===== src/lcas_ram.sv =====
// generic single write port ram with registered read
`default_nettype none

module lcas_ram #(
    parameter int WIDTH = 8,
    parameter int DEPTH = 16
) (
    input  wire logic                     clk,
    input  wire logic                     we,
    input  wire logic [$clog2(DEPTH)-1:0] waddr,
    input  wire logic [WIDTH-1:0]         wdata,
    input  wire logic                     re,
    input  wire logic [$clog2(DEPTH)-1:0] raddr,
    output logic      [WIDTH-1:0]         rdata
);

    logic [WIDTH-1:0] mem_reg [DEPTH];
    logic [WIDTH-1:0] rdata_reg;

    always_ff @(posedge clk)
    begin
        if (we)
        begin
            mem_reg[waddr] <= wdata;
        end
        if (re)
        begin
            rdata_reg <= mem_reg[raddr];
        end
    end

    assign rdata = rdata_reg;

endmodule

`default_nettype wire


===== config.mk =====
export PLATFORM = sky130hd
export DESIGN_NAME = lcas_ram
export DESIGN_NICKNAME = d
export VERILOG_FILES = /design/src/lcas_ram.sv
export SDC_FILE = /design/constraint.sdc
export NUM_CORES = 1
export LEC_CHECK = 0
export BUFFER_PORTS_ARGS = -buffer_cell sky130_fd_sc_hd__buf_2
export CAP_MARGIN = 20
export CORE_MARGIN = 2
export CORE_UTILIZATION = 44
export DETAILED_ROUTE_END_ITERATION = 10
export MAX_ROUTING_LAYER = met4
export SYNTH_ARGS = -nofsm -noshare
export SYNTH_HDL_FRONTEND = slang
export SYNTH_SLANG_ARGS = --single-unit
export TNS_END_PERCENT = 5

===== constraint.sdc =====
create_clock -name clk -period 4 [get_ports clk]
set_input_delay 0.2 -clock clk [delete_from_list [all_inputs] [get_ports clk]]
set_output_delay 0.2 -clock clk [all_outputs]
set_load 0.02 [all_outputs]

### Yosys cells after proc, flatten, opt, wreduce, memory -nomap -nowiden

Memory sizes are Yosys's and may differ from the RTL's. A register that Yosys moved wholly into a read port is not among the register bits.
Index checks and enable logic that the tools add are counted.

* output and inout port bits: 8
* RAM bits: 128
* memories: 1
* register bits: 0
* bits in read-only memories: 0
* latch bits: 0

* shift-type cells: 0
* add/subtract/negate cells: 0
* eq/ne operators: 0
* bitwise logic cells: 0
* divide/modulo/power cells: 0
* muxes and demuxes: 2
* multipliers: 0
* reductions and logical operators: 0
* magnitude comparators: 0

Memory list
* mem_reg: depth 16, width 8, rd ports 1, clocked after Yosys merged registers in 1, wr ports 1, RTL line 17 `logic [WIDTH-1:0] mem_reg [DEPTH];`

Operators by type and width (count)
* $mux W1: 2

### Depth between registers and ports, before layout

* word-level depth: 2
* mapped depth: 5
* depth with buffers taken out: 3

### Worst setup path before layout

Ideal clock, no wire load.

* path kind: input-to-reg
* start: input port waddr[2]
* end: memory mem_reg[0][0], enable pin
* path slack: 2.307 ns
* data required time: 3.617 ns
* buffers on the path: 0
* arrival: 1.310 ns
* stages on the path: 2
* cells stage by stage: or3b_2 -> nor3_1

RTL lines
* start: declaration: RTL line 10 `input wire logic [$clog2(DEPTH)-1:0] waddr,`
* end: declaration: RTL line 17

No word-level cell before the write port.

==> results.md <==
- Antenna cell count: 0
- Tot Pwr: 0.003143 W
- Synth Flop Type: edfxtp_1
- Setup violations, final: 0
- CP max-delay cell: mux4_1
- Wire per inst: 24.39 microns
- Port bufs: 26
- GRT overflow: 0
- Hold Path End: mem_reg[6][4]
- Core area: 11520 sq um
- Initial Util: 45.39%
- R2R setup slack: 2.52 ns
- Slew Limit Fails: 0
- Failing checks: DRC
- Slowest stage delay, CP: 0.64 ns
- Post-DP HPWL: 6118 microns
- H-tree depth: 4
- Number of gates resized after cts: 0
- Mapped cell area: 5228 sq um
- Worst hold start: wdata[4]
- Synthesized netlist cell count: 229
- Initial antenna violation count: 0
- Largest net degree at the start of global routing: 33
- Largest register FFs: 128
- Slew Limit Headroom: 25.94%
- Nets@finish: 287
- Critical path data arrival time: 1.80 ns
- Most area-consuming cells after synthesis: edfxtp_1, mux4_2, mux4_1
- DR vias/cell: 5.729
- CP Launch Type: primary input
- Drt first pass iters: 7
- Status: finished, violations left
- Yosys reg bits: 136
- Power Dens Cells: 521.3 nW/um^2
- Worst setup EP type: flop
- Worst min path class: in -> reg
- Period Utilization, post-route: 40.85%
- Setup TNS: 0 ns
- Filler instances: 897
- Syn nets: 248
- Worst-margin pin slew: 1.107 ns
- Post-route DRC: 3
- Io pins: 27
- Routed Wire Length: 10340 microns
- Yosys top cell by area: edfxtp_1
- Global-route wire length before repair: 15510 microns
- Crit Reg-Reg Endpoint: rdata[6]
- Width of the die: 113 microns
- Post-synth top cells: edfxtp_1, mux4_2, a22oi_1, mux4_1, nor2_1
- Total CTS buffers: 17
- GP Congestion: 0.7071
- Syn-to-layout area delta: 15.32%
- Worst path cell trace: buf_2 -> buf_12 -> mux4_1 -> a22oi_1 -> nand2_1
- Fmax: 612.0 MHz
- Worst-Skew Late Latency: 0.42 ns
- Min-Delay Path Depth: 1
- Minimum clock period: 1.634 ns
- Pleak: 2.001 nW
- Max Buffers Root-to-Sink: 2
- Post-route ant nets: 0
- CP Max Fanout: 20
- Count leader, synth: edfxtp_1
- Die area: 12770 sq um
- Tot GR Track Use: 18.19%
- Asr flop ratio synth: 0%
- Synth cell types: 18
- Clock root cell: clkbuf_16
- Hold_buf cts: 0
- Row count: 39
- Detailed Route Iter0 Violations: 175
- Final hold viol count: 0
- Vias in the first global route: 2449
- Crit Path Class: in -> reg
- Clock Sinks: 136
- Post-synthesis sequential area ratio: 78.12%
- RSZ-0062 raised after global routing: no
- Peak VDD IR: 0.2539 mV
- Syn Area/Cell: 22.83 sq um
- Data required, critical path: 4.16 ns
- Vias: 2429
- Area share of the largest cell type after synthesis: 78.12%
- R2r startpoint: mem_reg[6][6]
- Max_cap viols: 0
- Syn. warnings: 0
- CTS tree: yes
- Clock Skews: 0.007644 ns
- Die height: 113 microns
- # Post-CTS Setup Buffers: 0
- FF-to-FF path depth: 3
- EDFF count, synth: 136
- Share of layout cells above drive strength 1: 27.40%
- Clock transition at path regs: 0.05 ns
## per-layer routing
layer	part of all wire [%]	global-route usage (%)	vias up	wire [microns]
met4	1.3	6.829	0	131
met5	0	-	-	0
met2	47	25.51	78	4911
met3	4.4	5.088	9	451
met1	47	25.72	1281	4845
li1	-	-	1061	-
## layout make-up
cell class                      instances  area, sq um  share of cell area, %
Clock inverter                         12        85.08                  1.411
Tap cell                              143        178.9                  2.968
Multi-Input combinational cell         83         1067                  17.70
Timing Repair Buffer                   30        176.4                  2.927
Sequential cell                       136         4084                  67.75
Clock buffer                           20        436.7                  7.244
## layout by cell type (no fill, tap or decap), drive strengths merged
cell	count
bufinv	1
nand2	9
nor2	13
clkbuf	20
nor2b	1
nand3	1
buf	30
mux4	32
or3b	1
and2	1
and2b	1
edfxtp	136
clkinv	11
nand3b	2
nor3	4
a22oi	16
nand2b	2
## kinds of logic (layout without fill, tap and decap cells)
kind of cell    count (synthesis)  count (layout)  synth area share (%)
compound gates                 16              16                 2.298
simple gates                   35              35                 3.136
buf+inv                        10              62                 1.651
mux                            32              32                 14.79
flops                         136             136                 78.12
## worst max-delay path, delay by kind of cell
kind	cells	cell delay, ns
multiplexers	1	0.64
AND/OR/NAND/NOR	1	0.08
AO/OA/AOI/OAI	1	0.21
buffers and inverters	2	0.64
## how the worst max path moves through the flow
stage / from / slack [ns] / end / cells after the start
after floorplan: waddr[2] / 2.31 / mem_reg[0][0] / 2
after global placement: raddr[0] / 1.70 / rdata[2] / 4
after detailed placement: raddr[0] / 1.66 / rdata[2] / 4
after CTS: raddr[0] / 2.10 / rdata[2] / 4
after global routing: raddr[0] / 2.25 / rdata[2] / 5
final: raddr[0] / 2.37 / rdata[2] / 5
## report_power, final
part | leakage, nW | switching [W] | internal [W]
Sequential | 1.24 | 0.00000786 | 0.00161
Clock | 0.263 | 0.000540 | 0.000838
Combinational | 0.502 | 0.0000921 | 0.0000581
Total | 2.00 | 0.000640 | 0.00250
## stage by stage
stage               instance area (sq um)  util [%]  hold slack, ns  worst slack, ns  instances
global route                         6028     52.35          0.1639            2.245        424
CTS                                  6008     52.17          0.1549            2.098        423
detailed placement                   5487     47.64          0.5927            1.659        391
finish                               6028     52.35          0.1617            2.366        424
global placement                     5475     47.54          0.5855            1.696        390
floorplan                            5228         -          0.2989            2.307        229
No activity file was read; power rests on OpenSTA's default activity.
