===== src/lcas_pkg.sv =====
// shared constants and types for the life step core
`default_nettype none

package lcas_pkg;

    localparam int MAX_COLUMNS = 64;
    localparam int MAX_ROWS    = 64;

    localparam int COL_W     = $clog2(MAX_COLUMNS);
    localparam int ROW_W     = $clog2(MAX_ROWS);
    localparam int COL_CNT_W = $clog2(MAX_COLUMNS + 1);
    localparam int ROW_CNT_W = $clog2(MAX_ROWS + 1);

    localparam int CFG_DATA_W  = 16;
    localparam int CFG_INDEX_W = 2;
    localparam int SIZE_W      = 7;
    localparam int GEN_W       = 16;
    localparam int COORD_W     = 6;
    localparam int CMD_W       = 2;
    localparam int SUM_W       = 4;

    localparam logic [CFG_INDEX_W-1:0] CFG_COLUMNS     = 2'd0;
    localparam logic [CFG_INDEX_W-1:0] CFG_ROWS        = 2'd1;
    localparam logic [CFG_INDEX_W-1:0] CFG_GENERATIONS = 2'd2;

    localparam logic [CMD_W-1:0] CMD_WRITE = 2'd0;
    localparam logic [CMD_W-1:0] CMD_RUN   = 2'd1;
    localparam logic [CMD_W-1:0] CMD_READ  = 2'd2;

    localparam logic RES_READ = 1'b0;
    localparam logic RES_DONE = 1'b1;

    localparam logic [SUM_W-1:0] SUM_BIRTH = 4'd3;
    localparam logic [SUM_W-1:0] SUM_KEEP  = 4'd4;

    localparam logic [SIZE_W-1:0] RESET_COLUMNS     = 7'd64;
    localparam logic [SIZE_W-1:0] RESET_ROWS        = 7'd64;
    localparam logic [GEN_W-1:0]  RESET_GENERATIONS = 16'd1;

    typedef logic [MAX_COLUMNS-1:0] row_t;

    typedef struct packed {
        logic [COL_CNT_W-1:0] used_cols;
        logic                 row_inside;
    } rule_ctrl_t;

endpackage

`default_nettype wire


===== src/lcas_row_rule.sv =====
// b3/s23 rule applied to one board row from its three source rows
`default_nettype none

module lcas_row_rule (
    input  wire lcas_pkg::row_t       up_row,
    input  wire lcas_pkg::row_t       mid_row,
    input  wire lcas_pkg::row_t       down_row,
    input  wire lcas_pkg::rule_ctrl_t ctrl,
    output lcas_pkg::row_t            next_row
);

    import lcas_pkg::*;

    function automatic row_t west_of(input row_t r, input logic [COL_W-1:0] last);
        row_t w;
        w = {r[MAX_COLUMNS-2:0], r[last]};
        return w;
    endfunction

    function automatic row_t east_of(input row_t r, input logic [COL_W-1:0] last);
        row_t e;
        e = {1'b0, r[MAX_COLUMNS-1:1]};
        for (int x = 0; x < MAX_COLUMNS; x++)
        begin
            if (COL_W'(x) == last)
            begin
                e[x] = r[0];
            end
        end
        return e;
    endfunction

    function automatic logic [SUM_W-1:0] count9(input logic [8:0] v);
        logic [SUM_W-1:0] s;
        s = '0;
        for (int i = 0; i < 9; i++)
        begin
            s = s + SUM_W'(v[i]);
        end
        return s;
    endfunction

    logic [COL_CNT_W-1:0] cols_m1;
    logic [COL_W-1:0]     last_col;
    row_t                 uw, ue, mw, me, dw, de;

    assign cols_m1  = ctrl.used_cols - COL_CNT_W'(1);
    assign last_col = cols_m1[COL_W-1:0];

    always_comb
    begin
        logic [SUM_W-1:0] s;
        uw = west_of(up_row, last_col);
        ue = east_of(up_row, last_col);
        mw = west_of(mid_row, last_col);
        me = east_of(mid_row, last_col);
        dw = west_of(down_row, last_col);
        de = east_of(down_row, last_col);
        next_row = '0;
        for (int x = 0; x < MAX_COLUMNS; x++)
        begin
            s = count9({uw[x], up_row[x], ue[x], mw[x], mid_row[x], me[x],
                        dw[x], down_row[x], de[x]});
            if (ctrl.row_inside && (COL_CNT_W'(x) < ctrl.used_cols))
            begin
                if (mid_row[x])
                begin
                    next_row[x] = (s == SUM_BIRTH) || (s == SUM_KEEP);
                end
                else
                begin
                    next_row[x] = (s == SUM_BIRTH);
                end
            end
        end
    end

endmodule

`default_nettype wire

===== config.mk =====
export PLATFORM = sky130hd
export DESIGN_NAME = lcas_row_rule
export DESIGN_NICKNAME = d
export VERILOG_FILES = /design/src/lcas_pkg.sv /design/src/lcas_row_rule.sv
export SDC_FILE = /design/constraint.sdc
export NUM_CORES = 1
export LEC_CHECK = 0
export ABC_AREA = 1
export BUFFER_PORTS_ARGS = -buffer_cell sky130_fd_sc_hd__buf_2
export CORE_ASPECT_RATIO = 0.9
export CORE_MARGIN = 5
export CORE_UTILIZATION = 45
export DETAILED_ROUTE_END_ITERATION = 12
export PLACE_DENSITY = 0.68
export SETUP_SLACK_MARGIN = 0.1
export SLEW_MARGIN = 30
export SYNTH_ARGS = -nofsm -noshare
export SYNTH_HDL_FRONTEND = slang
export SYNTH_SLANG_ARGS = --single-unit

===== constraint.sdc =====
create_clock -name vclk -period 7.7
set_input_delay 1.54 -clock vclk [all_inputs]
set_output_delay 1.54 -clock vclk [all_outputs]
set_load 0.01 [all_outputs]

[Word level (Yosys, flattened, before mapping)]
Cells that the tools add are included.
Cells by class
  $add $sub $neg: 513
  $lt $le $gt $ge: 65
  eq/ne operators: 191
  muxes and demuxes: 326
  reductions and logical operators: 129
Operator list (number)
  adder 4 x 1 -> 4 bit: 320
  2-to-1 mux 1 bit: 323
  adder 3 x 1 -> 4 bit: 64
  equality test 4 x 2 -> 1 bit (second input constant): 64
  equality test 4 x 3 -> 1 bit (second input constant): 64
  < comparator 6 x 7 -> 1 bit (first input constant): 32
  adder 2 x 1 -> 3 bit: 64
  equality test 6 bit (first input constant): 32
  adder 1 x 1 -> 2 bit: 64
  < comparator 5 x 7 -> 1 bit (first input constant): 16
  equality test 5 x 6 -> 1 bit (first input constant): 16
  logical AND 1 bit: 64
  logical OR 1 bit: 64
  < comparator 4 x 7 -> 1 bit (first input constant): 8
  equality test 4 x 6 -> 1 bit (first input constant): 8
  < comparator 3 x 7 -> 1 bit (first input constant): 4
  equality test 3 x 6 -> 1 bit (first input constant): 4
  binary-select mux 1 bit (select 6 bit): 3
  < comparator 1 x 7 -> 1 bit (first input constant): 2
  < comparator 2 x 7 -> 1 bit (first input constant): 2
  equality test 2 x 6 -> 1 bit (first input constant): 2
  < comparator 6 x 7 -> 1 bit (second input constant): 1
  equality test 1 x 6 -> 1 bit (first input constant): 1
  zero test 6 bit: 1
  subtractor 6 x 1 -> 6 bit (second input constant): 1
Storage, ports and cells
  register bits: 0
  bits of input ports: 200
  logic and storage cells: 1224

[Longest topological paths before layout]
Gate-level depths: netlist of the first run.
  word-level depth: 15
  mapped depth: 27

[Least setup slack after synthesis of the first run]
Ideal clock, no wire load.
  path kind: in2out
  start point: input port ctrl[1] (netlist bit)
  end point: output port next_row[0]
  arrival time: 6.566 ns
  path slack: -0.406 ns
  stages on the path: 23
  buffers on the path: 3
  path through: inv_2 -> buf_2 -> buf_1 -> ha_1 -> nand3_2 -> xor2_2 -> inv_2 -> nor2_8 -> buf_6 -> nand2_1 -> nand2_1 -> nor2_1 -> fa_1 -> inv_1 -> fa_1 -> inv_1 -> fa_1 -> fa_1 -> inv_1 -> fa_1 -> o21ai_0 -> nand2_1 -> nor4_1
On the way
  longest elaborated chain between the ends: 15
  elaborated cells between the ends (all ways): 26
  classes of those cells: add/sub: 9; order compare: 1; eq/ne: 2; mux: 11; reduce/logical: 3
RTL lines
  start: declaration: line lcas_row_rule.sv:8  | input wire lcas_pkg::rule_ctrl_t ctrl,
  branches (longest 14 deep; another with subtractor 6 x 1 -> 6 bit)
  2-to-1 mux 1 bit (*): line lcas_row_rule.sv:64  | if (ctrl.row_inside && (COL_CNT_W'(x) < ctrl.used_cols))
  end: declaration: line lcas_row_rule.sv:9  | output lcas_pkg::row_t next_row
Every way passes the cells marked *. The select of a mux whose other input is x is not followed.

[Worst setup path in the final report of the first run]
Ends and elaborated chain as after synthesis.

==> impl_metrics.yaml, run 1 <==
outcome:
  status: "complete, no violations"
yosys:
  synthTopCellsByArea: "fa_1 (38%), nand2_1 (13%), inv_1 (9.9%), ha_1 (9.8%), nand3_1 (4.4%)"
  postSynthAreaPerCell_um2: 7.11
  synth_top_area_cell: "fa_1"
  synth_adder_area_share: 0.475
  synthMuxAreaShare: 0
  synth_top_family_by_area: "adder cells"
  yosys_warnings: 0
  synth_cell_types: 44
  yosys.area_share.simple: 0.247
  postSynthCellCount: 2391
  synth_nets: 3044
  synth_compound_area_frac: 0.126
  synth_seq_area_share: 0
  synth_xor_area_frac: 0.0365
  syn_area_um2: 17000
  synth_top_area_share: 0.377
critical_path:
  cp-start-kind: "input port"
  crit_family: "adder cells"
  crit_required_ps: 6160
  crit_arrival_ps: 6040
  cp-end-kind: "output port"
  cpPeakStageDelay_ps: 540
  worst-setup-path-type: "input port to output port"
  crit_fanout: 7
  crit_slowest_cell: "fa_1"
  crit_path_start: "ctrl[1]"
  cp_num_buf_inv: 8
die:
  io_pins: 264
  row_count: 67
  die_w_um: 215
  die_h_um: 194
  die_area_um2: 41800
  initial_core_util: 0.456
  fp.coreArea_um2: 37300
global_routing:
  grt_pass1_wl_mm: 98.5
  grt_use_total: 0.291
  grt_max_degree: 67
  antenna_found_initial: 10
  grt_pass1_vias: 18100
  grt.overflow.total: 0
sta:
  slew_violations: 0
  worst_slack_ps: 117
  rsz0062_at_grt: "yes"
  worstMarginPinSlew_ps: 807
  min_period_ps: 7580
  hold_violations: 0
  clock.fmax_mhz: 132
  fin_crit_sh: 0.985
  setup_viol: 0
  slew_headroom: 0.462
power_and_ir_drop:
  combPwrFrac: 1.000
  switchingPower_mw: 1.62
  p_leak_nw: 11.0
  seqPwrFrac: 0
  powerDensity_nw_per_um2: 135
  p_sw_frac: 0.582
  internal-power_mw: 1.17
  peakVddDrop_mv: 0.0687
  clockPowerShare: 0
  total_power_mw: 2.79
detailed_routing:
  initialDrtViolationCount: 1593
  num_vias: 18000
  routed_wl_mm: 63.1
  wl_per_cell_um: 19.4
  viasPerCell: 5.54
  firstDrtPassIters: 6
  drcViolationCount: 0
  ant_nets: 0
layout:
  mostFrequentLayoutCells: "nand2_1 (552), inv_1 (440), fa_1 (313), buf_2 (261), buf_4 (153)"
  drive_gt1_frac: 0.207
  seqCellArea_um2: 0
  seq_cells: 0
  mostFrequentLayoutCell: "nand2_1"
  fillers: 3565
  multi_input_area_um2: 15400
  fin_area_um2: 20700
  fin_nets: 3425
  clkbuf_count: 0
  fin_util: 0.554
  synthToLayoutAreaGrowth_pct: 21.6
place:
  pre_cts_slack_ps: -62.1
  place.gp.congestion: 0.951
  io_buffers: 264
  placed_cell_area_um2: 19900
  post-dp-hpwl_mm: 53.1
worst_hold_path:
  min_from: "mid_row[55]"
  hp-class: "input port to output port"
  hold-path-cell-count: 4
  hold_end: "next_row[55]"
run:
  cap_violations: 0
clock_tree:
  postCtsHoldBufs: 0
## synth_stat cells (all sizes together), types with 3 or more instances
cell type	n
clkbuf	38
xor2	61
o211ai	4
a31oi	16
or3	12
nor3b	6
ha	133
a21o	6
o221ai	15
nor2	146
a2111oi	5
or2	5
a21oi	137
buf	26
o2111ai	3
o22ai	4
xnor2	6
o2111a	4
nand4	38
nor4	6
a211oi	9
inv	454
o31ai	16
o21ai	162
nand3	152
nor3	12
fa	320
nand2	592
## worst max path at each step
stage,endpoint,slack [ps],cells past startpoint
CTS,next_row[0],20,26
detailed placement,next_row[0],-60,26
finish,next_row[0],120,25
global route,next_row[0],-40,25
floorplan,next_row[0],130,23
global placement,next_row[0],-20,26
## through the flow
step	TNS (ps)	std cells	hold slack, ps
floorplan	0	2391	3210
global placement	-19.4	3227	3480
detailed placement	-62.1	3227	3490
CTS	0	3231	3490
global route	-80.1	3256	3510
finish	0	3259	3490
## cells by family after synthesis
kind of cell | count (synthesis)
AOI/OAI and AO/OA | 382
xor gates and xnor gates | 67
adders and majority gates | 453
buffers and inverters | 519
and+or+nand+nor | 970
## power groups by stage
stage	Combinational, mW	Clock (mW)	Sequential [mW]
after detailed placement	2.64	0	0
after CTS	2.67	0	0
after global routing	3.20	0.0000000522	0
after floorplan	1.86	0	0
final	2.79	0.000000104	0
after global placement	2.50	0	0
## routing by layer
layer,up-vias,GRT usage,routed length (um)
met5,-,0,60
met4,10,0.0918,2390
met3,162,0.0568,6450
met2,855,0.482,29300
met1,8673,0.387,24900
li1,8340,-,-
## area by class of cell
class,count,area share
Tap cell,483,0.0292
Timing Repair Buffer,443,0.140
Inverter,455,0.0837
Antenna cell,6,0.000726
Multi-Input combinational cell,1872,0.746
## what timing repair did
item / CTS / global route
cloned: 1 / 1
gates resized for setup: 15 / 131
pin swaps: 0 / 46
endpoints found under the setup margin: 7 / 48
setup buffers: 3 / 21
endpoints found under the hold margin: 0 / 0
Note: power is estimated with default switching activity, not from simulation.
==> run 2, diff against run 1 <==
CORE_ASPECT_RATIO = 0.6   (was 0.9)
GPL_ROUTABILITY_DRIVEN = 0   (was default)
==> run 2 against run 1 <==
  * Core utilization rose by 0.30 points
  * Largest power group unchanged
  * Via count increased by 2.0%
  * Combinational power up 2%
==> impl_metrics.yaml, run 2 (synthesis gave the netlist of run 1 again) <==
layout:
  fin_nets: 3441
  clkbuf_count: 0
  mostFrequentLayoutCells: "nand2_1 (542), inv_1 (435), fa_1 (316), buf_2 (261), buf_4 (162)"
  multi_input_area_um2: 15400
  seqCellArea_um2: 0
  final_cells: 3303
  synthToLayoutAreaGrowth_pct: 22.9
  fin_util: 0.557
  drive_gt1_frac: 0.213
  seq_cells: 0
  mostFrequentLayoutCell: "nand2_1"
  fillers: 3543
global_routing:
  grt_max_degree: 84
  grt_pass1_vias: 18600
  grt_pass1_wl_mm: 101
  antenna_found_initial: 4
  grt.overflow.total: 0
  grt_use_total: 0.302
place:
  post-dp-hpwl_mm: 54.5
  dp.cells: 3277
  pre_cts_slack_ps: -134
  io_buffers: 264
worst_hold_path:
  hp-class: "input port to output port"
detailed_routing:
  ant_nets: 0
  firstDrtPassIters: 7
  wl_per_cell_um: 19.7
  initialDrtViolationCount: 1915
  drcViolationCount: 0
  viasPerCell: 5.57
  num_vias: 18400
  routed_wl_mm: 65.2
run:
  cap_violations: 0
die:
  fp.coreArea_um2: 37500
  io_pins: 264
  die_h_um: 161
  die_area_um2: 41900
  initial_core_util: 0.453
  row_count: 55
  die_w_um: 261
sta:
  clock.fmax_mhz: 132
  slew_violations: 0
  min_period_ps: 7570
  finalSetupTns_ps: 0
  worstMarginPinSlew_ps: 897
  rsz0062_at_grt: "yes"
  worst_slack_ps: 133
  hold_violations: 0
  slew_headroom: 0.402
  holdWs_ps: 3490
  fin_crit_sh: 0.983
  setup_viol: 0
critical_path:
  cp_common_cell: "nand2_1"
  cp-end-kind: "output port"
  crit_required_ps: 6160
  cpPeakStageDelay_ps: 550
  worst-setup-path-type: "input port to output port"
  crit_fanout: 4
  cp-start-kind: "input port"
  crit_slowest_cell: "fa_1"
  crit_arrival_ps: 6030
power_and_ir_drop:
  powerDensity_nw_per_um2: 136
  peakVddDrop_mv: 0.0759
  p_leak_nw: 11.0
outcome:
  status: "complete, no violations"
clock_tree:
  postCtsHoldBufs: 0
run 2: changes by cell type in the layout (fill, tap and decap cells not counted), sizes merged:
cell / delta
bufbuf: +1
diode: -2
clkbuf: +1
buf: +14
clkinv: +1
inv: -1
run 2: repair_timing:
item,in CTS,in global routing
setup buffers,7,13
gates resized for setup,31,114
cloned,1,1
endpoints found under the setup margin,6,56
pin swaps,14,40
run 2: layout make-up:
type,count,area share
Multi-Input combinational cell,1872,0.738
Timing Repair Buffer,459,0.148
Inverter,455,0.0827
Tap cell,513,0.0307
Antenna cell,4,0.000479
run 2: stage by stage:
step / instance area [um2] / power (mW)
after floorplan: 17100 / 1.86
after global placement: 20100 / 2.52
after detailed placement: 20100 / 2.68
after CTS: 20300 / 2.72
after global routing: 20900 / 3.22
final: 20900 / 2.84
run 2: path summary, 6_finish.rpt:
check	cells past startpoint	endpoint	slack, ps	from
max	26	next_row[0]	130	ctrl[1]
min	4	next_row[39]	3490	mid_row[39]
run 2: report_power, final:
group          switching, mW  internal [mW]    total (mW)
logic                   1.65           1.19          2.84
registers                  0              0             0
clock network              0   0.0000000699  0.0000000699
total                   1.65           1.19          2.84
run 2: critical path: cells and delay by family:
family	cells	cell delay, ps
fa+ha+maj	5	2070
buf+inv	11	1220
simple gates	8	810
xor+xnor	1	230
compound gates	1	160
run 2: metal layers:
metal / GRT usage / up-vias / wire, um
li1: - / 8376 / -
met1: 0.418 / 8822 / 25900
met2: 0.466 / 1044 / 28900
met3: 0.0822 / 159 / 8260
met4: 0.0876 / 0 / 2090
met5: 0 / - / 0
